**src/hw/rtl/hsvb_pkg.sv**
```systemverilog
package hsvb_pkg;

   // Color source codes carried in the op field.
   localparam logic OP_HSV = 1'b0;
   localparam logic OP_RGB = 1'b1;

   // Hue sector codes, one per 60 degree span.
   localparam logic [2:0] SECTOR_0 = 3'd0;
   localparam logic [2:0] SECTOR_1 = 3'd1;
   localparam logic [2:0] SECTOR_2 = 3'd2;
   localparam logic [2:0] SECTOR_3 = 3'd3;
   localparam logic [2:0] SECTOR_4 = 3'd4;
   localparam logic [2:0] SECTOR_5 = 3'd5;

   localparam logic [9:0]  HUE_RANGE   = 10'd360;
   localparam logic [8:0]  SECTOR_SPAN = 9'd60;
   localparam logic [7:0]  FULL_SCALE  = 8'd255;
   // floor(2^24 / 360); the quotient estimate is never more than one low.
   localparam logic [15:0] HUE_RECIP   = 16'd46603;
   localparam logic [7:0]  BRIGHT_RESET = 8'd255;

   typedef struct packed {
      logic        op;
      logic [15:0] hue;
      logic [7:0]  saturation;
      logic [7:0]  value_level;
      logic [7:0]  red_in;
      logic [7:0]  green_in;
      logic [7:0]  blue_in;
   } req_type;

   typedef struct packed {
      logic [7:0] red_out;
      logic [7:0] green_out;
      logic [7:0] blue_out;
   } rsp_type;

   // Request after hue reduction: sector and the scaled remainder.
   typedef struct packed {
      logic       op;
      logic [7:0] saturation;
      logic [7:0] value_level;
      logic [7:0] red_in;
      logic [7:0] green_in;
      logic [7:0] blue_in;
      logic [2:0] sector;
      logic [7:0] frac;
   } hue_res_type;

   typedef struct packed {
      logic [7:0] red;
      logic [7:0] green;
      logic [7:0] blue;
   } color_type;

   // Per-stage load enables of the pipeline, one bit per register stage.
   typedef struct packed {
      logic [2:0] hue_ld;
      logic [2:0] mix_ld;
      logic [1:0] scale_ld;
   } pipe_ctl_type;

   // Exact floor(x / 255) for any x up to 65279, where the 8-bit result still fits.
   function automatic logic [7:0] div255(input logic [15:0] x);
      logic [16:0] xp;
      logic [16:0] sum;
      xp  = {1'b0, x} + 17'd1;
      sum = xp + (xp >> 8);
      return sum[15:8];
   endfunction

endpackage

```
**src/hw/rtl/hsvb_hue.sv**
```systemverilog
module hsvb_hue
   import hsvb_pkg::*;
(
   input  logic        clock,
   input  logic [2:0]  stage_ld,
   input  req_type     req_payload,
   output hue_res_type hue_res
);

   logic [31:0] prod_ff, prod_in;
   req_type     req1_ff, req2_ff;
   logic [8:0]  h_ff, h_in;
   hue_res_type res_ff, res_in;

   logic [7:0]  q_est;
   logic [15:0] rem;
   logic [9:0]  rem_lo;
   logic [2:0]  sector;
   logic [8:0]  base;
   logic [5:0]  hm;
   logic [9:0]  hm17;

   // Reciprocal multiply for hue / 360.
   assign prod_in = 32'(req_payload.hue) * 32'(HUE_RECIP);

   // Remainder, then one correction step.
   assign q_est  = prod_ff[31:24];
   assign rem    = req1_ff.hue - 16'(q_est) * 16'(HUE_RANGE);
   assign rem_lo = rem[9:0];
   assign h_in   = (rem_lo >= HUE_RANGE) ? 9'(rem_lo - HUE_RANGE) : rem_lo[8:0];

   always_comb begin
      if (h_ff >= 9'(5 * SECTOR_SPAN)) begin
         sector = SECTOR_5;
         base   = 9'(5 * SECTOR_SPAN);
      end else if (h_ff >= 9'(4 * SECTOR_SPAN)) begin
         sector = SECTOR_4;
         base   = 9'(4 * SECTOR_SPAN);
      end else if (h_ff >= 9'(3 * SECTOR_SPAN)) begin
         sector = SECTOR_3;
         base   = 9'(3 * SECTOR_SPAN);
      end else if (h_ff >= 9'(2 * SECTOR_SPAN)) begin
         sector = SECTOR_2;
         base   = 9'(2 * SECTOR_SPAN);
      end else if (h_ff >= SECTOR_SPAN) begin
         sector = SECTOR_1;
         base   = SECTOR_SPAN;
      end else begin
         sector = SECTOR_0;
         base   = 9'd0;
      end
   end

   // (hm * 255) / 60 is exactly (hm * 17) / 4.
   assign hm   = 6'(h_ff - base);
   assign hm17 = {hm, 4'b0000} + 10'(hm);

   always_comb begin
      res_in.op          = req2_ff.op;
      res_in.saturation  = req2_ff.saturation;
      res_in.value_level = req2_ff.value_level;
      res_in.red_in      = req2_ff.red_in;
      res_in.green_in    = req2_ff.green_in;
      res_in.blue_in     = req2_ff.blue_in;
      res_in.sector      = sector;
      res_in.frac        = hm17[9:2];
   end

   always_ff @(posedge clock) begin
      if (stage_ld[0]) begin
         prod_ff <= prod_in;
         req1_ff <= req_payload;
      end
      if (stage_ld[1]) begin
         h_ff    <= h_in;
         req2_ff <= req1_ff;
      end
      if (stage_ld[2]) begin
         res_ff  <= res_in;
      end
   end

   assign hue_res = res_ff;

endmodule

```
**src/hw/rtl/hsvb_mix.sv**
```systemverilog
module hsvb_mix
   import hsvb_pkg::*;
(
   input  logic        clock,
   input  logic [2:0]  stage_ld,
   input  hue_res_type hue_res,
   output color_type   color
);

   hue_res_type hr4_ff, hr5_ff;
   logic [15:0] ms_f_ff, ms_f_in;
   logic [15:0] ms_nf_ff, ms_nf_in;
   logic [15:0] mp_ff, mp_in;
   logic [15:0] mq_ff, mq_in;
   logic [15:0] mt_ff, mt_in;
   logic [7:0]  p_ff, p_in;
   color_type   color_ff, color_in;

   logic [7:0]  q_val, t_val, v_val;

   assign ms_f_in  = 16'(hue_res.saturation) * 16'(hue_res.frac);
   assign ms_nf_in = 16'(hue_res.saturation) * 16'(FULL_SCALE - hue_res.frac);
   assign mp_in    = 16'(hue_res.value_level) * 16'(FULL_SCALE - hue_res.saturation);

   assign mq_in = 16'(hr4_ff.value_level) * 16'(FULL_SCALE - div255(ms_f_ff));
   assign mt_in = 16'(hr4_ff.value_level) * 16'(FULL_SCALE - div255(ms_nf_ff));
   assign p_in  = div255(mp_ff);

   assign q_val = div255(mq_ff);
   assign t_val = div255(mt_ff);
   assign v_val = hr5_ff.value_level;

   always_comb begin
      if (hr5_ff.op == OP_RGB) begin
         color_in.red   = hr5_ff.red_in;
         color_in.green = hr5_ff.green_in;
         color_in.blue  = hr5_ff.blue_in;
      end else if (hr5_ff.saturation == 8'd0) begin
         color_in.red   = v_val;
         color_in.green = v_val;
         color_in.blue  = v_val;
      end else begin
         case (hr5_ff.sector)
            SECTOR_0: begin
               color_in = '{red: v_val, green: t_val, blue: p_ff};
            end
            SECTOR_1: begin
               color_in = '{red: q_val, green: v_val, blue: p_ff};
            end
            SECTOR_2: begin
               color_in = '{red: p_ff, green: v_val, blue: t_val};
            end
            SECTOR_3: begin
               color_in = '{red: p_ff, green: q_val, blue: v_val};
            end
            SECTOR_4: begin
               color_in = '{red: t_val, green: p_ff, blue: v_val};
            end
            default: begin
               color_in = '{red: v_val, green: p_ff, blue: q_val};
            end
         endcase
      end
   end

   always_ff @(posedge clock) begin
      if (stage_ld[0]) begin
         hr4_ff   <= hue_res;
         ms_f_ff  <= ms_f_in;
         ms_nf_ff <= ms_nf_in;
         mp_ff    <= mp_in;
      end
      if (stage_ld[1]) begin
         hr5_ff <= hr4_ff;
         mq_ff  <= mq_in;
         mt_ff  <= mt_in;
         p_ff   <= p_in;
      end
      if (stage_ld[2]) begin
         color_ff <= color_in;
      end
   end

   assign color = color_ff;

endmodule

```
**src/hw/rtl/hsvb_scale.sv**
```systemverilog
module hsvb_scale
   import hsvb_pkg::*;
(
   input  logic       clock,
   input  logic [1:0] stage_ld,
   input  color_type  color,
   input  logic [7:0] brightness,
   output rsp_type    rsp_payload
);

   logic [15:0] r_prod_ff, r_prod_in;
   logic [15:0] g_prod_ff, g_prod_in;
   logic [15:0] b_prod_ff, b_prod_in;
   rsp_type     rsp_ff, rsp_in;

   assign r_prod_in = 16'(color.red)   * 16'(brightness);
   assign g_prod_in = 16'(color.green) * 16'(brightness);
   assign b_prod_in = 16'(color.blue)  * 16'(brightness);

   assign rsp_in.red_out   = div255(r_prod_ff);
   assign rsp_in.green_out = div255(g_prod_ff);
   assign rsp_in.blue_out  = div255(b_prod_ff);

   always_ff @(posedge clock) begin
      if (stage_ld[0]) begin
         r_prod_ff <= r_prod_in;
         g_prod_ff <= g_prod_in;
         b_prod_ff <= b_prod_in;
      end
      if (stage_ld[1]) begin
         rsp_ff <= rsp_in;
      end
   end

   assign rsp_payload = rsp_ff;

endmodule

```
**src/hw/rtl/hsv_to_rgb_with_brightness.sv**
```systemverilog
// Channel   Direction  Handshake            Payload
// req       in         req_valid/req_stall  req_payload (req_type)
// rsp       out        rsp_valid/rsp_stall  rsp_payload (rsp_type)
// csr       in         csr_wr_en            csr_wr_data (brightness)
//
// One beat per clock in steady state while the output is not stalled. A beat
// passes eight register stages; rsp_valid is the valid bit of the last one.
// Synchronous active-high reset clears the stage valid bits and sets
// brightness to full scale. A stall holds only the stages that are full
// up to the stalled output; empty stages keep filling, so bubbles collapse.
module hsv_to_rgb_with_brightness
   import hsvb_pkg::*;
(
   input  logic       clock,
   input  logic       reset,

   input  logic       req_valid,
   output logic       req_stall,
   input  req_type    req_payload,

   output logic       rsp_valid,
   input  logic       rsp_stall,
   output rsp_type    rsp_payload,

   input  logic       csr_wr_en,
   input  logic [7:0] csr_wr_data
);

   localparam int NUM_STAGES = 8;

   // Stages 0-2 reduce the hue, 3-5 form the p, q and t terms and pick the
   // color, 6-7 apply brightness. Stage 7 is the output register.
   logic [NUM_STAGES-1:0] valid_ff, valid_in;
   logic [NUM_STAGES-1:0] stage_ready;
   logic [7:0]            brightness_ff, brightness_in;
   pipe_ctl_type          pipe_ctl;
   hue_res_type           hue_res;
   color_type             color;

   // A stage can load when it is empty or when the stage after it loads.
   // The chain runs from the output back to the input.
   always_comb begin
      stage_ready[NUM_STAGES-1] = !valid_ff[NUM_STAGES-1] || !rsp_stall;
      for (int k = NUM_STAGES - 2; k >= 0; k--) begin
         stage_ready[k] = !valid_ff[k] || stage_ready[k+1];
      end
   end

   // Each stage takes the valid bit of the stage before it when it loads.
   always_comb begin
      valid_in = valid_ff;
      if (stage_ready[0]) begin
         valid_in[0] = req_valid;
      end
      for (int k = 1; k < NUM_STAGES; k++) begin
         if (stage_ready[k]) begin
            valid_in[k] = valid_ff[k-1];
         end
      end
   end

   assign pipe_ctl.hue_ld   = stage_ready[2:0];
   assign pipe_ctl.mix_ld   = stage_ready[5:3];
   assign pipe_ctl.scale_ld = stage_ready[7:6];

   assign req_stall = !stage_ready[0];
   assign rsp_valid = valid_ff[NUM_STAGES-1];

   // The user must rewrite brightness only while the pipeline is empty; the block
   // itself does not enforce this. So every stage may read the live register.
   assign brightness_in = csr_wr_en ? csr_wr_data : brightness_ff;

   always_ff @(posedge clock) begin
      if (reset) begin
         valid_ff      <= '0;
         brightness_ff <= BRIGHT_RESET;
      end else begin
         valid_ff      <= valid_in;
         brightness_ff <= brightness_in;
      end
   end

   hsvb_hue u_hue (
      .clock       (clock),
      .stage_ld    (pipe_ctl.hue_ld),
      .req_payload (req_payload),
      .hue_res     (hue_res)
   );

   hsvb_mix u_mix (
      .clock    (clock),
      .stage_ld (pipe_ctl.mix_ld),
      .hue_res  (hue_res),
      .color    (color)
   );

   hsvb_scale u_scale (
      .clock       (clock),
      .stage_ld    (pipe_ctl.scale_ld),
      .color       (color),
      .brightness  (brightness_ff),
      .rsp_payload (rsp_payload)
   );

   // An accepted beat always lands in the first stage.
   a_accept_lands: assert property (@(posedge clock) disable iff (reset)
      req_valid && !req_stall |=> valid_ff[0])
      else $error("accepted beat did not enter the first stage");

   // A full pipeline behind a stalled output must push back on the input.
   a_full_stalls: assert property (@(posedge clock) disable iff (reset)
      (&valid_ff) && rsp_stall |-> req_stall)
      else $error("input not stalled with a full, blocked pipeline");

   // A held middle stage keeps its beat.
   a_hold_keeps: assert property (@(posedge clock) disable iff (reset)
      valid_ff[3] && !stage_ready[3] |=> valid_ff[3])
      else $error("held stage dropped its beat");

   // A beat leaving the output with nothing behind it leaves the output empty.
   a_drain: assert property (@(posedge clock) disable iff (reset)
      rsp_valid && !rsp_stall && !valid_ff[NUM_STAGES-2] |=> !rsp_valid)
      else $error("output beat repeated");

endmodule

```
**config.mk**
```make
export PLATFORM = sky130hd
export DESIGN_NAME = hsv_to_rgb_with_brightness
export DESIGN_NICKNAME = d
export VERILOG_FILES = /design/src/hw/rtl/hsvb_pkg.sv /design/src/hw/rtl/hsvb_hue.sv /design/src/hw/rtl/hsvb_mix.sv /design/src/hw/rtl/hsvb_scale.sv /design/src/hw/rtl/hsv_to_rgb_with_brightness.sv
export SDC_FILE = /design/constraint.sdc
export NUM_CORES = 2
export LEC_CHECK = 0
export ABC_AREA = 1
export CAP_MARGIN = 30
export CORE_ASPECT_RATIO = 0.75
export CORE_MARGIN = 2
export CORE_UTILIZATION = 38
export DETAILED_ROUTE_END_ITERATION = 8
export DONT_BUFFER_PORTS = 1
export REMOVE_ABC_BUFFERS = 1
export SYNTH_ARGS = -nofsm -noshare
export SYNTH_HDL_FRONTEND = slang
export SYNTH_SLANG_ARGS = --single-unit
```
**constraint.sdc**
```tcl
create_clock -name clock -period 18.9 [get_ports clock]
set_input_delay 0 -clock clock [delete_from_list [all_inputs] [get_ports clock]]
set_output_delay 0 -clock clock [all_outputs]
set_load 0.05 [all_outputs]
```
# ---- Word level (Yosys, flattened, before mapping)
# Cells that the tools add are included.
dict set report word_totals {
  inputBits 70
  regBits 473
  output_inout_bits 26
  elab_cells 140
}
dict set report op_classes {
  n_lt_le_gt_ge 6
  n_reduce_logical 21
  mux 13
  n_eq_ne 4
  add_sub_neg 24
  multipliers 10
}
# cell count
set ops {}
lappend ops {{adder 16 x 1 -> 17 bit (second input constant)} 8}
lappend ops {{adder 16 x 9 -> 16 bit} 8}
lappend ops {{one-hot mux 24 bit (5 select lines)} 1}
lappend ops {{multiplier 8 x 16 -> 16 bit} 4}
lappend ops {{multiplier 8 x 8 -> 16 bit} 4}
lappend ops {{two-way mux 24 bit} 2}
lappend ops {{subtractor 8 x 8 -> 9 bit (first input constant)} 4}
lappend ops {{multiplier 16 x 16 -> 32 bit (second input constant)} 1}
lappend ops {{two-way mux 6 bit} 5}
lappend ops {{greater-or-equal comparator 9 x 8 -> 1 bit (second input constant)} 2}
lappend ops {{adder 10 x 6 -> 10 bit} 1}
lappend ops {{greater-or-equal comparator 10 x 9 -> 1 bit (second input constant)} 1}
lappend ops {{logical NOT 1 bit} 10}
lappend ops {{subtractor 10 bit} 1}
lappend ops {{greater-or-equal comparator 9 x 6 -> 1 bit (second input constant)} 1}
lappend ops {{greater-or-equal comparator 9 x 7 -> 1 bit (second input constant)} 1}
lappend ops {{greater-or-equal comparator 9 bit (second input constant)} 1}
lappend ops {{two-way mux 9 bit} 1}
lappend ops {{subtractor 9 bit (second input constant)} 1}
lappend ops {{logical NOT 8 bit} 1}
lappend ops {{logical OR 1 bit} 8}
lappend ops {{multiplier 8 x 6 -> 7 bit (second input constant)} 1}
lappend ops {{== test 3 x 2 -> 1 bit (second input constant)} 2}
lappend ops {{two-way mux 3 bit} 2}
lappend ops {{6 further kinds} 7}

# ---- Depth between registers and ports, before layout
dict set report logic_depth {
  depth_word 10
  mapped_depth 38
  ltp_nobuf 38
}

# ---- Hierarchy
# A second synthesis with hierarchy kept.
dict set report unflattened {
  cells_unflattened 4980
  area_unflattened_um2 43444.2
}
# mod n_inst cells_each area_per_inst_um2 seq_area_each_um2
set modules_own_cells {}
lappend modules_own_cells {hsvb_mix 1 2523 21398.0 6005.8}
lappend modules_own_cells {hsvb_scale 1 1481 11119.4 2162.1}
lappend modules_own_cells {hsvb_hue 1 905 10328.7 4804.6}
lappend modules_own_cells {hsv_to_rgb_with_brightness 1 71 598.1 320.3}

# ---- Worst setup path before layout
# OpenSTA, ideal clock, no wires.
dict set report synth_timing {
  path_kind {reg2reg}
  from {reg valid_ff[7]}
  to {reg u_hue.prod_ff[24], enable pin}
  t_required_ps 18488
  arrival_ps 10804
  synth_period_minus_slack_ps 11217
  path_slack_ps 7683
  path_stages_with_launch 16
  setup_ps 412
  n_path_buf 0
  path_cell_list {dfxtp_1 -> nand2_1 -> nor2_1 -> inv_1 -> nor2_1 -> inv_1 -> nor2_1 -> inv_1 -> nor2_1 -> inv_1 -> nor2_1 -> inv_1 -> nor2_1 -> inv_1 -> nor2_1 -> inv_1}
}
# item line_no
set synth_lines {}
lappend synth_lines {{start: declaration} hsv_to_rgb_with_brightness.sv:33} ;# logic [NUM_STAGES-1:0] valid_ff, valid_in;
lappend synth_lines {{start signal: assignment} hsv_to_rgb_with_brightness.sv:78} ;# valid_ff <= valid_in;
lappend synth_lines {{end signal: assignment} hsvb_hue.sv:71} ;# prod_ff <= prod_in;
lappend synth_lines {{end: declaration} hsvb_hue.sv:10} ;# logic [31:0] prod_ff, prod_in;

# ---- Worst setup path after layout
dict set report layout_timing {
  from {reg u_mix.ms_f_ff[4]}
  to {reg u_mix.mq_ff[14] (data pin)}
}
dict set report layout_between {
  elab_chain_len 4
}
# item line_no
set layout_lines {}
lappend layout_lines {{start: declaration} hsvb_mix.sv:11} ;# logic [15:0] ms_f_ff, ms_f_in;
lappend layout_lines {{start signal: assignment} hsvb_mix.sv:69} ;# ms_f_ff <= ms_f_in;
lappend layout_lines {{adder 16 x 1 -> 17 bit} hsvb_pkg.sv:67} ;# xp = {1'b0, x} + 17'd1;
lappend layout_lines {{adder 16 x 9 -> 16 bit} hsvb_pkg.sv:68} ;# sum = xp + (xp >> 8);
lappend layout_lines {{subtractor 8 x 8 -> 9 bit} hsvb_mix.sv:25} ;# assign mq_in = 16'(hr4_ff.value_level) * 16'(FULL_SCALE - div255(ms_f_ff));
lappend layout_lines {{multiplier 8 x 16 -> 16 bit} hsvb_mix.sv:25}
lappend layout_lines {{net u_mix.mq_in[14]} hsvb_mix.sv:14} ;# logic [15:0] mq_ff, mq_in;
lappend layout_lines {{end signal: assignment} hsvb_mix.sv:75} ;# mq_ff <= mq_in;
lappend layout_lines {{end: declaration} hsvb_mix.sv:14}
# The timed path passes the listed nets, and every way through them passes these cells.
# A chain may end at the register's enable or synchronous reset.

==> summary.json <==
{
  "tritoncts": {"value": "yes"},
  "yosysWarnings": {"value": 0},
  "synthesis.area": {"value": 42000, "unit": "µm²"},
  "timing.critical_path.slowest_cell_delay": {"value": 0.56, "unit": "ns"},
  "ff2ff_setup_slack": {"value": 11.71, "unit": "ns"},
  "core-area": {"value": 109000, "unit": "µm²"},
  "worst_hold_slack": {"value": 0.0521, "unit": "ns"},
  "critPathArrivalTime": {"value": 7.55, "unit": "ns"},
  "postRouteWirelength": {"value": 95700, "unit": "µm"},
  "synth_largest_type_area_fraction": {"value": 30.9, "unit": "%"},
  "worst_hold_path.endpoint": {"value": "u_hue.req1_ff[16]"},
  "r2r_start": {"value": "u_mix.ms_f_ff[4]"},
  "finalMaxSlewViolations": {"value": 0},
  "place_hpwl": {"value": 76400, "unit": "µm"},
  "syn-instance-count": {"value": 4654},
  "avg_synthesized_cell_area": {"value": 9.02, "unit": "µm²"},
  "area_growth_syn_to_layout": {"value": 10.3, "unit": "%"},
  "rsz0062_at_grt": {"value": "false"},
  "critPathMostFrequentCell": {"value": "sky130_fd_sc_hd__nand2_1"},
  "postSynth.asyncResetShare": {"value": 0, "unit": "%"},
  "run_status": {"value": "finished clean"},
  "r2r-end": {"value": "u_mix.mq_ff[14]"},
  "clock_tree.root_cell": {"value": "sky130_fd_sc_hd__clkbuf_16"},
  "clock.fmax": {"value": 0.139, "unit": "GHz"},
  "start_util": {"value": 38.3, "unit": "%"},
  "finalWeightedCongestion": {"value": 0.900},
  "clockBufferDepth": {"value": 3},
  "post_synth_num_cell_types": {"value": 59},
  "fin_crit_sh": {"value": 38.0, "unit": "%"},
  "hold_viol_final": {"value": 0},
  "tritoncts.num_buffers": {"value": 47},
  "critical_path.max_fanout": {"value": 6},
  "tns": {"value": 0, "unit": "ns"},
  "netlist_top_cells_area": {"value": "sky130_fd_sc_hd__edfxtp_1 31%, sky130_fd_sc_hd__fa_1 17%, sky130_fd_sc_hd__ha_1 14%, sky130_fd_sc_hd__inv_1 8.7%, sky130_fd_sc_hd__nand2_1 7.6%"},
  "vias": {"value": 30400},
  "slew_headroom": {"value": 35.8, "unit": "%"},
  "count_of_tritonroute_iterations_in_the_first_routing_pass": {"value": 7},
  "ant_nets": {"value": 0},
  "critical_path.endpoint_type": {"value": "flop"},
  "rows": {"value": 105},
  "grt_pass1_wl": {"value": 159000, "unit": "µm"},
  "finClkSkew": {"value": 0.0580, "unit": "ns"},
  "via_count_of_the_first_global_routing_pass": {"value": 30200},
  "critPathLaunchType": {"value": "flop"},
  "ctsHtreeMaxLevel": {"value": 2},
  "synth_largest_area_cell": {"value": "sky130_fd_sc_hd__edfxtp_1"},
  "number_of_antenna_repair_diodes": {"value": 0},
  "drt-vias-per-instance": {"value": 4.89},
  "grt_max_degree": {"value": 74},
  "seq_area_frac_synth": {"value": 31.7, "unit": "%"},
  "wl_per_cell": {"value": 15.4, "unit": "µm"},
  "fin_nets": {"value": 5651},
  "io_pins": {"value": 96},
  "instances_no_fill": {"value": 6219},
  "die_width": {"value": 388, "unit": "µm"},
  "grt_use_total": {"value": 17.3, "unit": "%"},
  "worstMarginPinSlew": {"value": 0.961, "unit": "ns"},
  "synth-seq-cells": {"value": 448},
  "period_minus_slack": {"value": 7.19, "unit": "ns"},
  "post-route-cell-area": {"value": 46300, "unit": "µm²"},
  "worst_path_max_delay_cell": {"value": "sky130_fd_sc_hd__fa_1"},
  "clk_pin_slew": {"value": 0.08, "unit": "ns"},
  "dpl_cell_area": {"value": 43700, "unit": "µm²"},
  "detail_route.iter0.violations": {"value": 2091},
  "reg2reg_depth": {"value": 37},
  "post_synth_edffs": {"value": 432},
  "holdCritPathClass": {"value": "primary input to flop"},
  "drc": {"value": 0},
  "place.port_buffers": {"value": 0},
  "design.die.area": {"value": 113000, "unit": "µm²"},
  "max_cap_viol": {"value": 0},
  "setup_viol": {"value": 0},
  "criticalPathCategory": {"value": "flop to flop"},
  "critical_path_required": {"value": 19.26, "unit": "ns"},
  "worst_hold_path.num_cells": {"value": 1},
  "final_layout_size_suffix_gt1_share": {"value": 4.21, "unit": "%"},
  "synth_ff_type": {"value": "sky130_fd_sc_hd__edfxtp_1"},
  "die_y": {"value": 292, "unit": "µm"},
  "post-place-cells": {"value": 6038},
  "grt_antenna_before_repair": {"value": 0},
  "cts_sinks": {"value": 448},
  "grt_remaining_overflow": {"value": 0},
  "min_from": {"value": "req_payload[16]"},
  "ctsResizeCount": {"value": 0},
  "source_to_sink_clock_delay_at_the_later_pin_of_the_worst_skew_pair": {"value": 0.64, "unit": "ns"}
}
-- cells in the final DEF (no fill, tap or decap), drive strengths merged, types with 10 or more instances in the layout --
| cell | n |
|---|---|
| inv | 981 |
| nand2 | 871 |
| ha | 483 |
| edfxtp | 432 |
| nor2 | 432 |
| fa | 362 |
| a21oi | 242 |
| nand3 | 211 |
| xor2 | 159 |
| dlygate4sd3 | 92 |
| o21ai | 88 |
| xnor2 | 69 |
| nand4 | 62 |
| clkbuf | 54 |
| nor3 | 38 |
| buf | 31 |
| clkinv | 18 |
| dfxtp | 16 |
| a21o | 15 |
| a221oi | 11 |
| nand3b | 10 |
| clkinvlp | 10 |
-- critical path, delay by kind of cell, from the launching register on --
kind,cells,cell delay [ns]
fa+ha+maj,6,2.69
simple gates,19,2.28
compound gates,5,0.86
flops,1,0.41
buf+inv,6,0.37
xor+xnor,1,0.28
-- cell families after synthesis --
kind of cell | after synthesis | synth area share [%]
DFF | 448 | 31.7
xor gates and xnor gates | 228 | 4.86
buffers and inverters | 1071 | 9.62
and+or+nand+nor | 1650 | 16.7
AOI/OAI and AO/OA | 412 | 5.48
adders and majority gates | 845 | 31.7
-- worst max-delay path by stage --
stage                           from           endpoint  cells after the start  slack [ns]
floorplan                valid_ff[7]  u_hue.prod_ff[24]                     15        7.68
global placement    u_mix.ms_f_ff[4]    u_mix.mq_ff[14]                     37       11.83
detailed placement  u_mix.ms_f_ff[4]    u_mix.mq_ff[14]                     37       11.81
CTS                 u_mix.ms_f_ff[4]    u_mix.mq_ff[14]                     37       11.74
global route        u_mix.ms_f_ff[4]    u_mix.mq_ff[14]                     37       11.18
finish              u_mix.ms_f_ff[4]    u_mix.mq_ff[14]                     37       11.71
-- layer usage --
metal | GRT usage [%] | share of wire, %
met1 | 26.2 | 50
met2 | 25.6 | 41
met3 | 3.13 | 6.9
met4 | 3.51 | 1.7
met5 | 0 | 0
-- Yosys cell counts, types with 8 or more instances --
library cell               instances
sky130_fd_sc_hd__inv_1           969
sky130_fd_sc_hd__nand2_1         849
sky130_fd_sc_hd__ha_1            483
sky130_fd_sc_hd__edfxtp_1        432
sky130_fd_sc_hd__nor2_1          406
sky130_fd_sc_hd__fa_1            362
sky130_fd_sc_hd__a21oi_1         241
sky130_fd_sc_hd__nand3_1         204
sky130_fd_sc_hd__xor2_1          156
sky130_fd_sc_hd__o21ai_0          81
sky130_fd_sc_hd__clkbuf_1         78
sky130_fd_sc_hd__xnor2_1          68
sky130_fd_sc_hd__nand4_1          59
sky130_fd_sc_hd__nor3_1           35
sky130_fd_sc_hd__nor2_2           23
sky130_fd_sc_hd__nand2_2          19
sky130_fd_sc_hd__dfxtp_1          16
sky130_fd_sc_hd__a21o_1           15
sky130_fd_sc_hd__a221oi_1         11
sky130_fd_sc_hd__nand3b_1         10
sky130_fd_sc_hd__clkbuf_2          9
sky130_fd_sc_hd__o21a_1            9
sky130_fd_sc_hd__a31oi_1           8
sky130_fd_sc_hd__inv_2             8
sky130_fd_sc_hd__o21bai_1          8
-- metrics by stage --
step	util, %	setup slack, ns
after CTS	42.3	11.74
after global placement	39.9	11.83
final	42.3	11.71
after floorplan	-	7.68
after global routing	42.3	11.18
after detailed placement	39.9	11.81
-- final cells by class --
type | instances | area (µm²)
clock buffer | 54 | 1250
clock inverter | 34 | 430
fill | 10600 | 63100
inverter | 981 | 3690
multi-input combinational | 3135 | 24600
sequential | 448 | 13300
tap | 1444 | 1810
timing repair buffer | 123 | 1190
-- sequential cells by signal (all words and copies together), names as in the netlist, 24 cells and up --
signal	cells
u_hue.hue_res	52
u_hue.req1_ff	51
u_mix.hr4_ff	44
u_hue.req2_ff	41
u_mix.hr5_ff	36
u_mix.color	24
u_scale.rsp_payload	24
-- repair_timing --
action | CTS | global route
hold endpoints to repair | 92 | 0
hold buffers | 92 | 0
setup buffers | 0 | 0
Power is not shown: default switching activity piles up to over one toggle a cycle in this logic, so the estimate is an artifact.
